File: src/ubrte_pkg.sv
// Package: sizes, codes and types shared by the UART ring buffer engine
`default_nettype none

package ubrte_pkg;

    localparam int TX_DEPTH = 32;
    localparam int RX_DEPTH = 32;
    localparam int TX_AW    = $clog2(TX_DEPTH);
    localparam int RX_AW    = $clog2(RX_DEPTH);
    localparam int PTR_W    = (TX_AW > RX_AW) ? TX_AW : RX_AW;
    localparam int RX_CW    = (RX_AW + 1 > 5) ? RX_AW + 1 : 5;
    localparam int QDEPTH   = 2;
    localparam int QAW      = (QDEPTH > 2) ? $clog2(QDEPTH) : 1;
    localparam int PEND_W   = $clog2(QDEPTH + 2);

    typedef enum logic [1:0] {
        MODE_WRITE = 2'd0,
        MODE_READ  = 2'd1,
        MODE_LINE  = 2'd2,
        MODE_NONE  = 2'd3
    } t_mode;

    typedef enum logic [1:0] {
        CMD_PLAIN   = 2'd0,
        CMD_TX_BYTE = 2'd1,
        CMD_RX_READ = 2'd2
    } t_cmd_kind;

    typedef enum logic [1:0] {
        BK_IDLE = 2'd0,
        BK_WAIT = 2'd1,
        BK_EMIT = 2'd2
    } t_back_state;

    typedef struct packed {
        logic        rx_nonempty;
        logic        tx_idle;
        logic        tx_irq_enabled;
        logic [15:0] error_total;
    } t_status;

    typedef struct packed {
        t_cmd_kind        kind;
        logic             accepted;
        logic [PTR_W-1:0] ptr;
        logic [4:0]       cnt;
        t_status          status;
    } t_cmd;

    typedef struct packed {
        logic    write_accepted;
        logic    byte_valid;
        logic [7:0] out_byte;
        logic    last;
        t_status status;
    } t_result;

    typedef struct packed {
        logic tx_done;
        logic rx_done;
    } t_done;

    function automatic logic [TX_AW-1:0] tx_next(input logic [TX_AW-1:0] p);
        return (p == TX_AW'(TX_DEPTH - 1)) ? '0 : p + 1'b1;
    endfunction

    function automatic logic [RX_AW-1:0] rx_next(input logic [RX_AW-1:0] p);
        return (p == RX_AW'(RX_DEPTH - 1)) ? '0 : p + 1'b1;
    endfunction

endpackage

`default_nettype wire

File: src/uart_buffered_rx_tx_engine.sv
// Top level: buffered UART receive/transmit ring engine
//
// Input channel: push/full. Each item is a host write (mode 0), a host read
// (mode 1) or a line event (mode 2); it is taken when push is high and full low.
// Result channel: empty/pop. A result sits on the o_ ports while empty is low
// and leaves on a cycle with pop high. Writes, line events and unused modes give
// one result; a read gives one result per byte handed out, last on the final one, or one result if no byte.
// An item passes from the command queue through the back part's idle and emit
// states into the result register; one carrying a ring byte also passes a wait
// state before each byte, set by the registered ring read port. The back part
// takes the next item only once the last result of the current one is loaded.
// Items pass through a two-entry command queue, so the front keeps taking items
// while results wait. A write, or a line event with a received byte, is held
// back while a read of that same ring is still pending.
// Reset (synchronous, active low) empties both rings and the queue, zeroes the
// error count and clears the transmit interrupt enable; ring contents are kept.
// When pop stays low the result register holds; the queue then fills and full
// rises.
`default_nettype none

module uart_buffered_rx_tx_engine (
    input  logic        i_clk,
    input  logic        i_rst_n,
    input  logic        push,
    output logic        full,
    input  logic [1:0]  i_mode,
    input  logic [7:0]  i_write_byte,
    input  logic [4:0]  i_read_limit,
    input  logic        i_error_flag,
    input  logic        i_status_error,
    input  logic        i_rx_complete_flag,
    input  logic [7:0]  i_rx_byte,
    input  logic        i_tx_empty_flag,
    output logic        empty,
    input  logic        pop,
    output logic        o_write_accepted,
    output logic        o_byte_valid,
    output logic [7:0]  o_out_byte,
    output logic        o_last,
    output logic        o_rx_nonempty,
    output logic        o_tx_idle,
    output logic        o_tx_irq_enabled,
    output logic [15:0] o_error_total
);
    import ubrte_pkg::*;

    logic             q_full, q_push, q_empty, q_pop;
    t_cmd             f_cmd, q_cmd;
    t_done            done;
    t_result          result;
    logic             tx_we, rx_we;
    logic [TX_AW-1:0] tx_waddr, tx_raddr;
    logic [RX_AW-1:0] rx_waddr, rx_raddr;
    logic [7:0]       tx_wdata, tx_rdata, rx_wdata, rx_rdata;

    ubrte_front u_front (
        .i_clk              (i_clk),
        .i_rst_n            (i_rst_n),
        .i_push             (push),
        .i_mode             (i_mode),
        .i_write_byte       (i_write_byte),
        .i_read_limit       (i_read_limit),
        .i_error_flag       (i_error_flag),
        .i_status_error     (i_status_error),
        .i_rx_complete_flag (i_rx_complete_flag),
        .i_rx_byte          (i_rx_byte),
        .i_tx_empty_flag    (i_tx_empty_flag),
        .o_full             (full),
        .i_q_full           (q_full),
        .o_q_push           (q_push),
        .o_cmd              (f_cmd),
        .i_done             (done),
        .o_tx_we            (tx_we),
        .o_tx_waddr         (tx_waddr),
        .o_tx_wdata         (tx_wdata),
        .o_rx_we            (rx_we),
        .o_rx_waddr         (rx_waddr),
        .o_rx_wdata         (rx_wdata)
    );

    ubrte_cmdq u_cmdq (
        .i_clk   (i_clk),
        .i_rst_n (i_rst_n),
        .i_push  (q_push),
        .i_cmd   (f_cmd),
        .o_full  (q_full),
        .i_pop   (q_pop),
        .o_cmd   (q_cmd),
        .o_empty (q_empty)
    );

    ubrte_ram #(.DEPTH(TX_DEPTH), .WIDTH(8)) u_tx_ram (
        .i_clk   (i_clk),
        .i_we    (tx_we),
        .i_waddr (tx_waddr),
        .i_wdata (tx_wdata),
        .i_raddr (tx_raddr),
        .o_rdata (tx_rdata)
    );

    ubrte_ram #(.DEPTH(RX_DEPTH), .WIDTH(8)) u_rx_ram (
        .i_clk   (i_clk),
        .i_we    (rx_we),
        .i_waddr (rx_waddr),
        .i_wdata (rx_wdata),
        .i_raddr (rx_raddr),
        .o_rdata (rx_rdata)
    );

    ubrte_back u_back (
        .i_clk      (i_clk),
        .i_rst_n    (i_rst_n),
        .i_q_empty  (q_empty),
        .i_cmd      (q_cmd),
        .o_q_pop    (q_pop),
        .o_tx_raddr (tx_raddr),
        .i_tx_rdata (tx_rdata),
        .o_rx_raddr (rx_raddr),
        .i_rx_rdata (rx_rdata),
        .o_done     (done),
        .o_result   (result),
        .o_empty    (empty),
        .i_pop      (pop)
    );

    assign o_write_accepted = result.write_accepted;
    assign o_byte_valid     = result.byte_valid;
    assign o_out_byte       = result.out_byte;
    assign o_last           = result.last;
    assign o_rx_nonempty    = result.status.rx_nonempty;
    assign o_tx_idle        = result.status.tx_idle;
    assign o_tx_irq_enabled = result.status.tx_irq_enabled;
    assign o_error_total    = result.status.error_total;

endmodule

`default_nettype wire

File: src/ubrte_ram.sv
// Generic one-write one-read RAM with registered read data
`default_nettype none

module ubrte_ram #(
    parameter int DEPTH = 32,
    parameter int WIDTH = 8
) (
    input  logic                     i_clk,
    input  logic                     i_we,
    input  logic [$clog2(DEPTH)-1:0] i_waddr,
    input  logic [WIDTH-1:0]         i_wdata,
    input  logic [$clog2(DEPTH)-1:0] i_raddr,
    output logic [WIDTH-1:0]         o_rdata
);

    logic [WIDTH-1:0] r_mem [DEPTH];
    logic [WIDTH-1:0] r_rdata;

    always_ff @(posedge i_clk) begin
        if (i_we) begin
            r_mem[i_waddr] <= i_wdata;
        end
        r_rdata <= r_mem[i_raddr];
    end

    assign o_rdata = r_rdata;

endmodule

`default_nettype wire

File: src/ubrte_cmdq.sv
// Short command queue between the front and back parts
`default_nettype none

module ubrte_cmdq (
    input  logic            i_clk,
    input  logic            i_rst_n,
    input  logic            i_push,
    input  ubrte_pkg::t_cmd i_cmd,
    output logic            o_full,
    input  logic            i_pop,
    output ubrte_pkg::t_cmd o_cmd,
    output logic            o_empty
);
    import ubrte_pkg::*;

    t_cmd           r_mem [QDEPTH];
    logic [QAW-1:0] r_wp, n_wp;
    logic [QAW-1:0] r_rp, n_rp;
    logic [QAW:0]   r_cnt, n_cnt;
    logic           do_push, do_pop;

    always_comb begin
        do_push = i_push && !o_full;
        do_pop  = i_pop && !o_empty;
        n_wp    = r_wp;
        n_rp    = r_rp;
        n_cnt   = r_cnt;
        if (do_push) begin
            n_wp = (r_wp == QAW'(QDEPTH - 1)) ? '0 : r_wp + 1'b1;
        end
        if (do_pop) begin
            n_rp = (r_rp == QAW'(QDEPTH - 1)) ? '0 : r_rp + 1'b1;
        end
        if (do_push && !do_pop) begin
            n_cnt = r_cnt + 1'b1;
        end else if (do_pop && !do_push) begin
            n_cnt = r_cnt - 1'b1;
        end
    end

    always_ff @(posedge i_clk) begin
        if (!i_rst_n) begin
            r_wp  <= '0;
            r_rp  <= '0;
            r_cnt <= '0;
        end else begin
            r_wp  <= n_wp;
            r_rp  <= n_rp;
            r_cnt <= n_cnt;
        end
    end

    always_ff @(posedge i_clk) begin
        if (do_push) begin
            r_mem[r_wp] <= i_cmd;
        end
    end

    assign o_full  = (r_cnt == (QAW + 1)'(QDEPTH));
    assign o_empty = (r_cnt == '0);
    assign o_cmd   = r_mem[r_rp];

endmodule

`default_nettype wire

File: src/ubrte_front.sv
// Front part: accepts items, updates ring pointers and counters, issues commands
`default_nettype none

module ubrte_front (
    input  logic                       i_clk,
    input  logic                       i_rst_n,
    input  logic                       i_push,
    input  logic [1:0]                 i_mode,
    input  logic [7:0]                 i_write_byte,
    input  logic [4:0]                 i_read_limit,
    input  logic                       i_error_flag,
    input  logic                       i_status_error,
    input  logic                       i_rx_complete_flag,
    input  logic [7:0]                 i_rx_byte,
    input  logic                       i_tx_empty_flag,
    output logic                       o_full,
    input  logic                       i_q_full,
    output logic                       o_q_push,
    output ubrte_pkg::t_cmd            o_cmd,
    input  ubrte_pkg::t_done           i_done,
    output logic                       o_tx_we,
    output logic [ubrte_pkg::TX_AW-1:0] o_tx_waddr,
    output logic [7:0]                 o_tx_wdata,
    output logic                       o_rx_we,
    output logic [ubrte_pkg::RX_AW-1:0] o_rx_waddr,
    output logic [7:0]                 o_rx_wdata
);
    import ubrte_pkg::*;

    logic [TX_AW-1:0]  r_tx_head, n_tx_head, r_tx_tail, n_tx_tail;
    logic [RX_AW-1:0]  r_rx_head, n_rx_head, r_rx_tail, n_rx_tail;
    logic [15:0]       r_err, n_err;
    logic              r_irq, n_irq;
    logic [PEND_W-1:0] r_tx_pend, n_tx_pend, r_rx_pend, n_rx_pend;

    t_mode             mode;
    logic [TX_AW-1:0]  tx_nx, s_tx_head, s_tx_tail;
    logic [RX_AW-1:0]  rx_nx, s_rx_head, s_rx_tail;
    logic [RX_CW-1:0]  rx_cnt, lim, rd_n;
    logic [RX_CW:0]    tail_sum, tail_wrap;
    logic [1:0]        inc;
    logic [16:0]       err_sum;
    logic [15:0]       s_err;
    logic              s_irq, tx_issue, rx_issue, tx_we, rx_we, hazard, acc;
    t_cmd              cmd;

    always_comb begin
        mode  = t_mode'(i_mode);
        tx_nx = tx_next(r_tx_head);
        rx_nx = rx_next(r_rx_head);

        if (r_rx_head >= r_rx_tail) begin
            rx_cnt = RX_CW'(r_rx_head) - RX_CW'(r_rx_tail);
        end else begin
            rx_cnt = RX_CW'(r_rx_head) + RX_CW'(RX_DEPTH) - RX_CW'(r_rx_tail);
        end
        lim       = RX_CW'(i_read_limit);
        rd_n      = (lim < rx_cnt) ? lim : rx_cnt;
        tail_sum  = (RX_CW + 1)'(r_rx_tail) + (RX_CW + 1)'(rd_n);
        tail_wrap = (tail_sum >= (RX_CW + 1)'(RX_DEPTH)) ?
                    tail_sum - (RX_CW + 1)'(RX_DEPTH) : tail_sum;

        s_tx_head = r_tx_head;
        s_tx_tail = r_tx_tail;
        s_rx_head = r_rx_head;
        s_rx_tail = r_rx_tail;
        s_irq     = r_irq;
        inc       = 2'd0;
        tx_issue  = 1'b0;
        rx_issue  = 1'b0;
        tx_we     = 1'b0;
        rx_we     = 1'b0;
        cmd       = '0;
        cmd.kind  = CMD_PLAIN;

        case (mode)
            MODE_WRITE: begin
                if (tx_nx != r_tx_tail) begin
                    tx_we        = 1'b1;
                    s_tx_head    = tx_nx;
                    s_irq        = 1'b1;
                    cmd.accepted = 1'b1;
                end
            end
            MODE_READ: begin
                if (rd_n != '0) begin
                    cmd.kind  = CMD_RX_READ;
                    cmd.ptr   = PTR_W'(r_rx_tail);
                    cmd.cnt   = rd_n[4:0];
                    s_rx_tail = tail_wrap[RX_AW-1:0];
                    rx_issue  = 1'b1;
                end
            end
            MODE_LINE: begin
                if (i_error_flag && i_status_error) begin
                    inc = inc + 2'd1;
                end
                if (i_rx_complete_flag) begin
                    if (rx_nx != r_rx_tail) begin
                        rx_we     = 1'b1;
                        s_rx_head = rx_nx;
                    end else begin
                        inc = inc + 2'd1;
                    end
                end
                if (i_tx_empty_flag) begin
                    if (r_tx_tail != r_tx_head) begin
                        cmd.kind  = CMD_TX_BYTE;
                        cmd.ptr   = PTR_W'(r_tx_tail);
                        s_tx_tail = tx_next(r_tx_tail);
                        tx_issue  = 1'b1;
                    end else begin
                        s_irq = 1'b0;
                    end
                end
            end
            default: begin
            end
        endcase

        err_sum = 17'(r_err) + 17'(inc);
        s_err   = err_sum[16] ? 16'hFFFF : err_sum[15:0];

        cmd.status.rx_nonempty    = (s_rx_head != s_rx_tail);
        cmd.status.tx_idle        = (s_tx_head == s_tx_tail);
        cmd.status.tx_irq_enabled = s_irq;
        cmd.status.error_total    = s_err;

        // a ring slot freed by a pending read may not be refilled before it is read
        hazard = ((mode == MODE_WRITE) && (r_tx_pend != '0)) ||
                 ((mode == MODE_LINE) && i_rx_complete_flag && (r_rx_pend != '0));
        o_full = i_q_full || hazard;
        acc    = i_push && !o_full;

        n_tx_head = acc ? s_tx_head : r_tx_head;
        n_tx_tail = acc ? s_tx_tail : r_tx_tail;
        n_rx_head = acc ? s_rx_head : r_rx_head;
        n_rx_tail = acc ? s_rx_tail : r_rx_tail;
        n_irq     = acc ? s_irq : r_irq;
        n_err     = acc ? s_err : r_err;
        n_tx_pend = r_tx_pend + PEND_W'(acc && tx_issue) - PEND_W'(i_done.tx_done);
        n_rx_pend = r_rx_pend + PEND_W'(acc && rx_issue) - PEND_W'(i_done.rx_done);
    end

    always_ff @(posedge i_clk) begin
        if (!i_rst_n) begin
            r_tx_head <= '0;
            r_tx_tail <= '0;
            r_rx_head <= '0;
            r_rx_tail <= '0;
            r_err     <= '0;
            r_irq     <= 1'b0;
            r_tx_pend <= '0;
            r_rx_pend <= '0;
        end else begin
            r_tx_head <= n_tx_head;
            r_tx_tail <= n_tx_tail;
            r_rx_head <= n_rx_head;
            r_rx_tail <= n_rx_tail;
            r_err     <= n_err;
            r_irq     <= n_irq;
            r_tx_pend <= n_tx_pend;
            r_rx_pend <= n_rx_pend;
        end
    end

    assign o_q_push   = acc;
    assign o_cmd      = cmd;
    assign o_tx_we    = acc && tx_we;
    assign o_tx_waddr = r_tx_head;
    assign o_tx_wdata = i_write_byte;
    assign o_rx_we    = acc && rx_we;
    assign o_rx_waddr = r_rx_head;
    assign o_rx_wdata = i_rx_byte;

endmodule

`default_nettype wire

File: src/ubrte_back.sv
// Back part: runs commands, reads the rings and holds the result register
`default_nettype none

module ubrte_back (
    input  logic                        i_clk,
    input  logic                        i_rst_n,
    input  logic                        i_q_empty,
    input  ubrte_pkg::t_cmd             i_cmd,
    output logic                        o_q_pop,
    output logic [ubrte_pkg::TX_AW-1:0] o_tx_raddr,
    input  logic [7:0]                  i_tx_rdata,
    output logic [ubrte_pkg::RX_AW-1:0] o_rx_raddr,
    input  logic [7:0]                  i_rx_rdata,
    output ubrte_pkg::t_done            o_done,
    output ubrte_pkg::t_result          o_result,
    output logic                        o_empty,
    input  logic                        i_pop
);
    import ubrte_pkg::*;

    t_back_state      r_state, n_state;
    t_cmd             r_cmd, n_cmd;
    logic [4:0]       r_left, n_left;
    logic [PTR_W-1:0] r_ptr, n_ptr;
    t_result          r_out, n_out;
    logic             r_out_valid;
    logic             out_free, load;

    always_comb begin
        out_free = !r_out_valid || i_pop;
        n_state  = r_state;
        n_cmd    = r_cmd;
        n_left   = r_left;
        n_ptr    = r_ptr;
        n_out    = r_out;
        load     = 1'b0;
        o_q_pop  = 1'b0;
        o_done   = '0;

        case (r_state)
            BK_IDLE: begin
                if (!i_q_empty) begin
                    o_q_pop = 1'b1;
                    n_cmd   = i_cmd;
                    n_ptr   = i_cmd.ptr;
                    n_left  = i_cmd.cnt;
                    n_state = (i_cmd.kind == CMD_PLAIN) ? BK_EMIT : BK_WAIT;
                end
            end
            BK_WAIT: begin
                n_state = BK_EMIT;
            end
            BK_EMIT: begin
                if (out_free) begin
                    load                 = 1'b1;
                    n_out.write_accepted = r_cmd.accepted;
                    n_out.status         = r_cmd.status;
                    n_out.byte_valid     = 1'b0;
                    n_out.out_byte       = 8'd0;
                    n_out.last           = 1'b1;
                    n_state              = BK_IDLE;
                    case (r_cmd.kind)
                        CMD_TX_BYTE: begin
                            n_out.byte_valid = 1'b1;
                            n_out.out_byte   = i_tx_rdata;
                            o_done.tx_done   = 1'b1;
                        end
                        CMD_RX_READ: begin
                            n_out.byte_valid = 1'b1;
                            n_out.out_byte   = i_rx_rdata;
                            if (r_left == 5'd1) begin
                                o_done.rx_done = 1'b1;
                            end else begin
                                n_out.last = 1'b0;
                                n_left     = r_left - 5'd1;
                                n_ptr      = PTR_W'(rx_next(r_ptr[RX_AW-1:0]));
                                n_state    = BK_WAIT;
                            end
                        end
                        default: begin
                        end
                    endcase
                end
            end
            default: begin
                n_state = BK_IDLE;
            end
        endcase
    end

    always_ff @(posedge i_clk) begin
        if (!i_rst_n) begin
            r_state     <= BK_IDLE;
            r_out_valid <= 1'b0;
        end else begin
            r_state <= n_state;
            if (load) begin
                r_out_valid <= 1'b1;
            end else if (i_pop) begin
                r_out_valid <= 1'b0;
            end
        end
    end

    always_ff @(posedge i_clk) begin
        r_cmd  <= n_cmd;
        r_left <= n_left;
        r_ptr  <= n_ptr;
        r_out  <= n_out;
    end

    assign o_tx_raddr = r_ptr[TX_AW-1:0];
    assign o_rx_raddr = r_ptr[RX_AW-1:0];
    assign o_result   = r_out;
    assign o_empty    = !r_out_valid;

endmodule

`default_nettype wire

File: config.mk
export PLATFORM = sky130hd
export DESIGN_NAME = uart_buffered_rx_tx_engine
export DESIGN_NICKNAME = d
export VERILOG_FILES = /design/src/ubrte_pkg.sv /design/src/uart_buffered_rx_tx_engine.sv /design/src/ubrte_ram.sv /design/src/ubrte_cmdq.sv /design/src/ubrte_front.sv /design/src/ubrte_back.sv
export SDC_FILE = /design/constraint.sdc
export NUM_CORES = 1
export LEC_CHECK = 0
export BUFFER_PORTS_ARGS = -buffer_cell sky130_fd_sc_hd__buf_2
export CORE_MARGIN = 8
export CORE_UTILIZATION = 48
export CTS_CLUSTER_DIAMETER = 150
export DETAILED_ROUTE_END_ITERATION = 7
export HOLD_SLACK_MARGIN = 0.1
export PLACE_DENSITY_LB_ADDON = 0.3
export SYNTH_ARGS = -nofsm -noshare
export SYNTH_HDL_FRONTEND = slang
export SYNTH_HIERARCHICAL = 1
export SYNTH_SLANG_ARGS = --single-unit
export TNS_END_PERCENT = 10
File: constraint.sdc
create_clock -name i_clk -period 6.04 [get_ports i_clk]
set_input_delay 0.302 -clock i_clk [delete_from_list [all_inputs] [get_ports i_clk]]
set_output_delay 0.302 -clock i_clk [all_outputs]
set_load 0.005 [all_outputs]
* Word-level counts from Yosys, hierarchy flattened
Memories as Yosys holds them, arrays and structs flattened. A register that Yosys moved wholly into a read port is not among the register bits.
Index checks and enable logic that the tools add are counted.
** Operators by class
- Muxes and demuxes :: 86
- Multiply operators :: 0
- $lt $le $gt $ge :: 3
- Add/sub/neg operators :: 20
- Div/mod/pow operators :: 0
- Bitwise logic cells :: 1
- Shift operators :: 0
- Reduce and logical (&&, ||, !) cells :: 36
- Equality and inequality tests :: 21
** Operator list (count)
- $mux 5 :: 26
- $mux 1 :: 35
- $pmux 5 s2 :: 3
- $mux 2 :: 14
- $add 5x1->5 const B :: 4
- $eq 5x5->1 const B :: 4
- $ne 5x5->1 :: 4
- $pmux 9 s2 :: 1
- $add 16x2->17 :: 1
- $mux 16 :: 1
- $logic_and 1x1->1 :: 13
- $mux 6 :: 2
- $mux 10 :: 1
- $reduce_bool 2->1 :: 5
- $sub 5x1->5 const B :: 2
- $eq 2x2->1 const B :: 4
- $logic_not 2->1 :: 4
- $add 5x6->7 :: 1
- $ge 7x6->1 const B :: 1
- $add 5x6->6 const B :: 1
- $eq 2x1->1 const B :: 3
- $logic_not 1->1 :: 6
- $lt 5x6->1 :: 1
- $pmux 2 s3 :: 1
- other kinds (19) :: 29
** Storage, ports and cells
- Bits in latches :: 0
- Memory bits (read-only) :: 0
- Memories :: 3
- Flip-flop bits (word level) :: 110
- Bits in writable memories :: 576
- Logic and storage cells :: 199
** Memory list
- u_rx_ram.r_mem :: depth 32, width 8, rd ports 1, clocked after Yosys merged registers in 1, wr ports 1, RTL line ubrte_ram.sv:16 : logic [WIDTH-1:0] r_mem [DEPTH];
- u_tx_ram.r_mem :: depth 32, width 8, rd ports 1, clocked after Yosys merged registers in 1, wr ports 1, RTL line ubrte_ram.sv:16
- u_cmdq.r_mem :: depth 2, width 32, rd ports 1, clocked after Yosys merged registers in 1, wr ports 1, RTL line ubrte_cmdq.sv:16 : t_cmd r_mem [QDEPTH];

* Logic depth before layout (Yosys ltp)
- Word-level depth :: 12
- Gate-level depth with buffers :: 21
- Depth with buffers taken out :: 21

* Cells and area by module
Netlist, hierarchy kept.
** Modules (own cells, without submodules)
- ubrte_ram :: sequential area each 7847.5 sq um, cells an instance 417, instances 2, area an instance 10053.4 sq um
- ubrte_front :: sequential area each 820.8 sq um, cells an instance 472, instances 1, area an instance 3752.3 sq um
- ubrte_cmdq :: sequential area each 2021.9 sq um, cells an instance 125, instances 1, area an instance 2536.2 sq um
- ubrte_back :: sequential area each 1921.8 sq um, cells an instance 148, instances 1, area an instance 2469.9 sq um

* Least setup slack after synthesis
No wires, ideal clock.
- Path kind :: register to register
- Start :: register u_front.r_rx_head[0], in the netlist u_front/o_rx_waddr[0]
- End :: memory u_cmdq/r_mem[0][18] (netlist name), data pin
- Buffers on the path :: 0
- Period minus slack after synthesis :: 4.496 ns
- Stages on the path, launching flop included :: 20
- Setup time :: 0.273 ns
- Path slack :: 1.544 ns
- Data arrival time :: 4.223 ns
- Cell sequence :: dfxtp_1 > inv_1 > ha_1 > inv_1 > fa_1 > a21o_1 > a21oi_1 > xnor2_1 > inv_1 > ha_1 > a21oi_1 > nor2_1 > mux2_2 > fa_1 > a21o_1 > a21o_1 > a21oi_1 > o21ai_1 > xnor2_1 > nand4_1
** RTL lines
- start: declaration :: RTL line ubrte_front.sv:31 : logic [RX_AW-1:0] r_rx_head, n_rx_head, r_rx_tail, n_rx_tail;
- start signal: assignment :: RTL line ubrte_front.sv:158 : r_rx_head <= n_rx_head;
- end: declaration :: RTL line ubrte_cmdq.sv:16

==> flow_metrics.py <==
metrics = {
    "timing": {
        "setup-violations-final": 0,
        "finalClockSkew_ps": 16.30,
        "rsz0062_at_grt": "no",
        "slew_viol_final": 0,
        "clock.fmax_ghz": 0.1955,
        "setup_ws_ps": 925.7,
        "hold_ws_ps": 220.9,
        "period_needed_ps": 5114,
        "fin_crit_sh": 0.8467,
        "worstMarginPinSlew_ps": 1041,
        "slew_headroom": 0.3034,
        "hold_viol_final": 0,
        "setup-tns-final_ps": 0,
    },
    "setup_path": {
        "end_kind": "flip-flop",
        "crit_required_ps": 6370,
        "cp_max_fo": 15,
        "path_class": "reg -> reg",
        "start_kind": "flip-flop",
        "arrival_ps": 5450,
    },
    "grt": {
        "grt_max_degree": 68,
        "gr-total-overflow": 0,
        "grt_use_met3": 0.03795,
        "use_met1": 0.2399,
        "first_global_vias": 14420,
        "grt_busiest_layer": "met2",
        "track_usage": 0.1755,
        "grt_pass1_wl_mm": 90.06,
        "antenna_found_initial": 1,
        "grtUsageMet2": 0.2854,
    },
    "floorplanning": {
        "die-width_um": 261.2,
        "coreArea_um2": 59910,
        "initial_core_util": 0.4818,
        "rows": 90,
        "die_h_um": 261.2,
        "io-pin-count": 63,
        "dieArea_um2": 68240,
    },
    "finish": {
        "drive_gt1_frac": 0.2447,
        "fin_util": 0.5367,
        "diodes": 0,
        "area_growth_pct": 11.39,
        "final_area_um2": 32150,
        "layout.nets": 1711,
        "final_cells": 2478,
    },
    "placement": {
        "dp.cells": 2349,
        "portBuffers": 62,
        "routabilityCongestion": 0.8336,
        "placed_cell_area_um2": 29780,
        "post-place-ws_ps": 1019,
        "post-dp-hpwl_mm": 37.39,
    },
    "clocking": {
        "clockRootBuffer": "clkbuf_16",
        "cts_buffer_depth": 3,
        "hold_buffers": 0,
        "clock_latency_ps": 610,
        "cts_buffers": 72,
        "clock_sinks": 703,
        "cts.repair.resized": 0,
        "postCtsSetupRepairBufs": 0,
        "htree_levels": 3,
        "path_clk_slew_ps": 60,
        "cts_tree": "built",
    },
    "logic_synthesis": {
        "synth_top_area_share": 0.6637,
        "avgSynthCellArea_um2": 18.28,
        "yosys-top-cells-area": "edfxtp_1 (66%), mux4_2 (12%), dfxtp_1 (4.5%)",
        "ys_types": 76,
        "yosysTopAreaCell": "edfxtp_1",
        "syn_area_um2": 28870,
        "synth_ff_type": "edfxtp_1",
        "async_flop_share": 0,
        "synthCells": 1579,
        "synth-seq-cells": 703,
        "synth_nets": 1649,
        "ys_seq_area_frac": 0.7088,
        "synth-edff-count": 638,
        "ys_warn_count": 6,
    },
    "route": {
        "drtIter0Drc": 1149,
        "vias_per_cell": 5.762,
        "vias": 14280,
        "drt-wirelength-per-cell_um": 23.90,
        "antenna_left": 0,
        "drc": 0,
        "wirelength_mm": 59.23,
        "drt_pass1_iterations": 5,
    },
    "hold_path": {
        "hold_path.class": "in -> reg",
    },
    "power": {
        "peakVddDrop_mv": 0.3224,
        "p_total_mw": 13.92,
        "p_per_area_nw_per_um2": 433.1,
        "leakage_nw": 10.63,
    },
    "outcome": {
        "outcome": "finished clean",
    },
    "job": {
        "drv_cap": 0,
    },
}
[layer usage]
metal	vias to the layer above	wire length [um]
li1	6395	-
met1	7414	25480
met2	391	29300
met3	75	3393
met4	2	1039
met5	-	13
[synth_stat cells, types with 14 or more instances]
| cell type | count |
|---|---|
| edfxtp_1 | 638 |
| mux4_2 | 160 |
| nor2_1 | 112 |
| dfxtp_1 | 65 |
| nand2_1 | 54 |
| mux2_2 | 49 |
| ha_1 | 36 |
| buf_4 | 35 |
| nand3_1 | 35 |
| inv_1 | 34 |
| xnor2_1 | 30 |
| a21oi_1 | 28 |
| clkbuf_1 | 24 |
| o21ai_0 | 20 |
| xor2_1 | 20 |
| mux2i_1 | 17 |
| buf_1 | 15 |
| and2_1 | 14 |
[path summary, 6_finish.rpt]
| kind | to | slack, ps | cells after the start | startpoint |
|---|---|---|---|---|
| hold / removal | u_rx_ram/r_mem[29][5] | 220 | 1 | i_rx_byte[5] |
| setup reg to reg | u_cmdq/r_mem[1][18] | 930 | 18 | u_front/o_rx_waddr[2] |
| setup / recovery | u_cmdq/r_mem[1][18] | 930 | 18 | u_front/o_rx_waddr[2] |
| hold reg to reg | u_back/o_result[3] | 420 | 0 | u_back/r_cmd[3] |
[where the power goes]
part	leakage, nW	total, mW	switching [mW]	internal, mW
combinational	3.14	3.42	1.78	1.64
sequential	6.33	6.08	0.228	5.85
clock	1.16	4.43	1.82	2.61
[placed cells by master, fill, tap and decap left out, drive strengths merged, types with 13 or more instances in the layout]
cell type  count
a21oi         29
mux2          54
xor2          20
xnor2         30
nand3         35
edfxtp       638
mux4         160
clkbuf        92
clkinv        24
nor3          13
mux2i         17
nand2         55
dfxtp         65
nor2         112
ha            36
inv           41
and2          15
o21ai         26
buf           75
[final cells by class]
type	instances	area, um^2
fillers	4621	27760
repair buffers	75	420.4
flip-flops and latches	703	20460
inverters	37	138.9
clock inverters	37	410.4
multi-input cells	752	7785
well taps	782	978.4
clock buffers	92	1959
[sequential cells by signal, indices dropped and copies added (netlist names), 8 cells and up, named ones only]
signal            cells
u_rx_ram/r_mem      256
u_tx_ram/r_mem      256
u_cmdq/r_mem         64
u_back/o_result      30
u_back/r_cmd         22
u_front/r_err        16
u_rx_ram/o_rdata      8
u_tx_ram/o_rdata      8
[cells by family (layout without fill, tap and decap cells)]
logic type                 after synthesis  in the layout  share of synthesized area
buffers and inverters                  124            241                    0.02189
muxes                                  231            231                     0.1518
and+or+nand+nor                        299            299                    0.05098
adders and majority gates               39             39                    0.01769
DFF                                    703            703                     0.7088
xor gates and xnor gates                50             50                    0.01517
AOI/OAI and AO/OA                      133            133                    0.03368
[critical path, cell delays in order (launching register included)]
cell and delay (ps):
dfxtp_1 620, ha_1 380, a21oi_1 170, nand2_1 80, xor2_1 310, inv_1 90
ha_1 310, a21oi_1 180, o21ai_0 160, a21oi_1 530, nor2_1 200, mux2_2 360
fa_1 430, a21o_1 190, a21o_1 190, a21oi_1 200, o21ai_1 120, xnor2_1 190
nand4_1 120
Power figures use the tool's default switching activity.
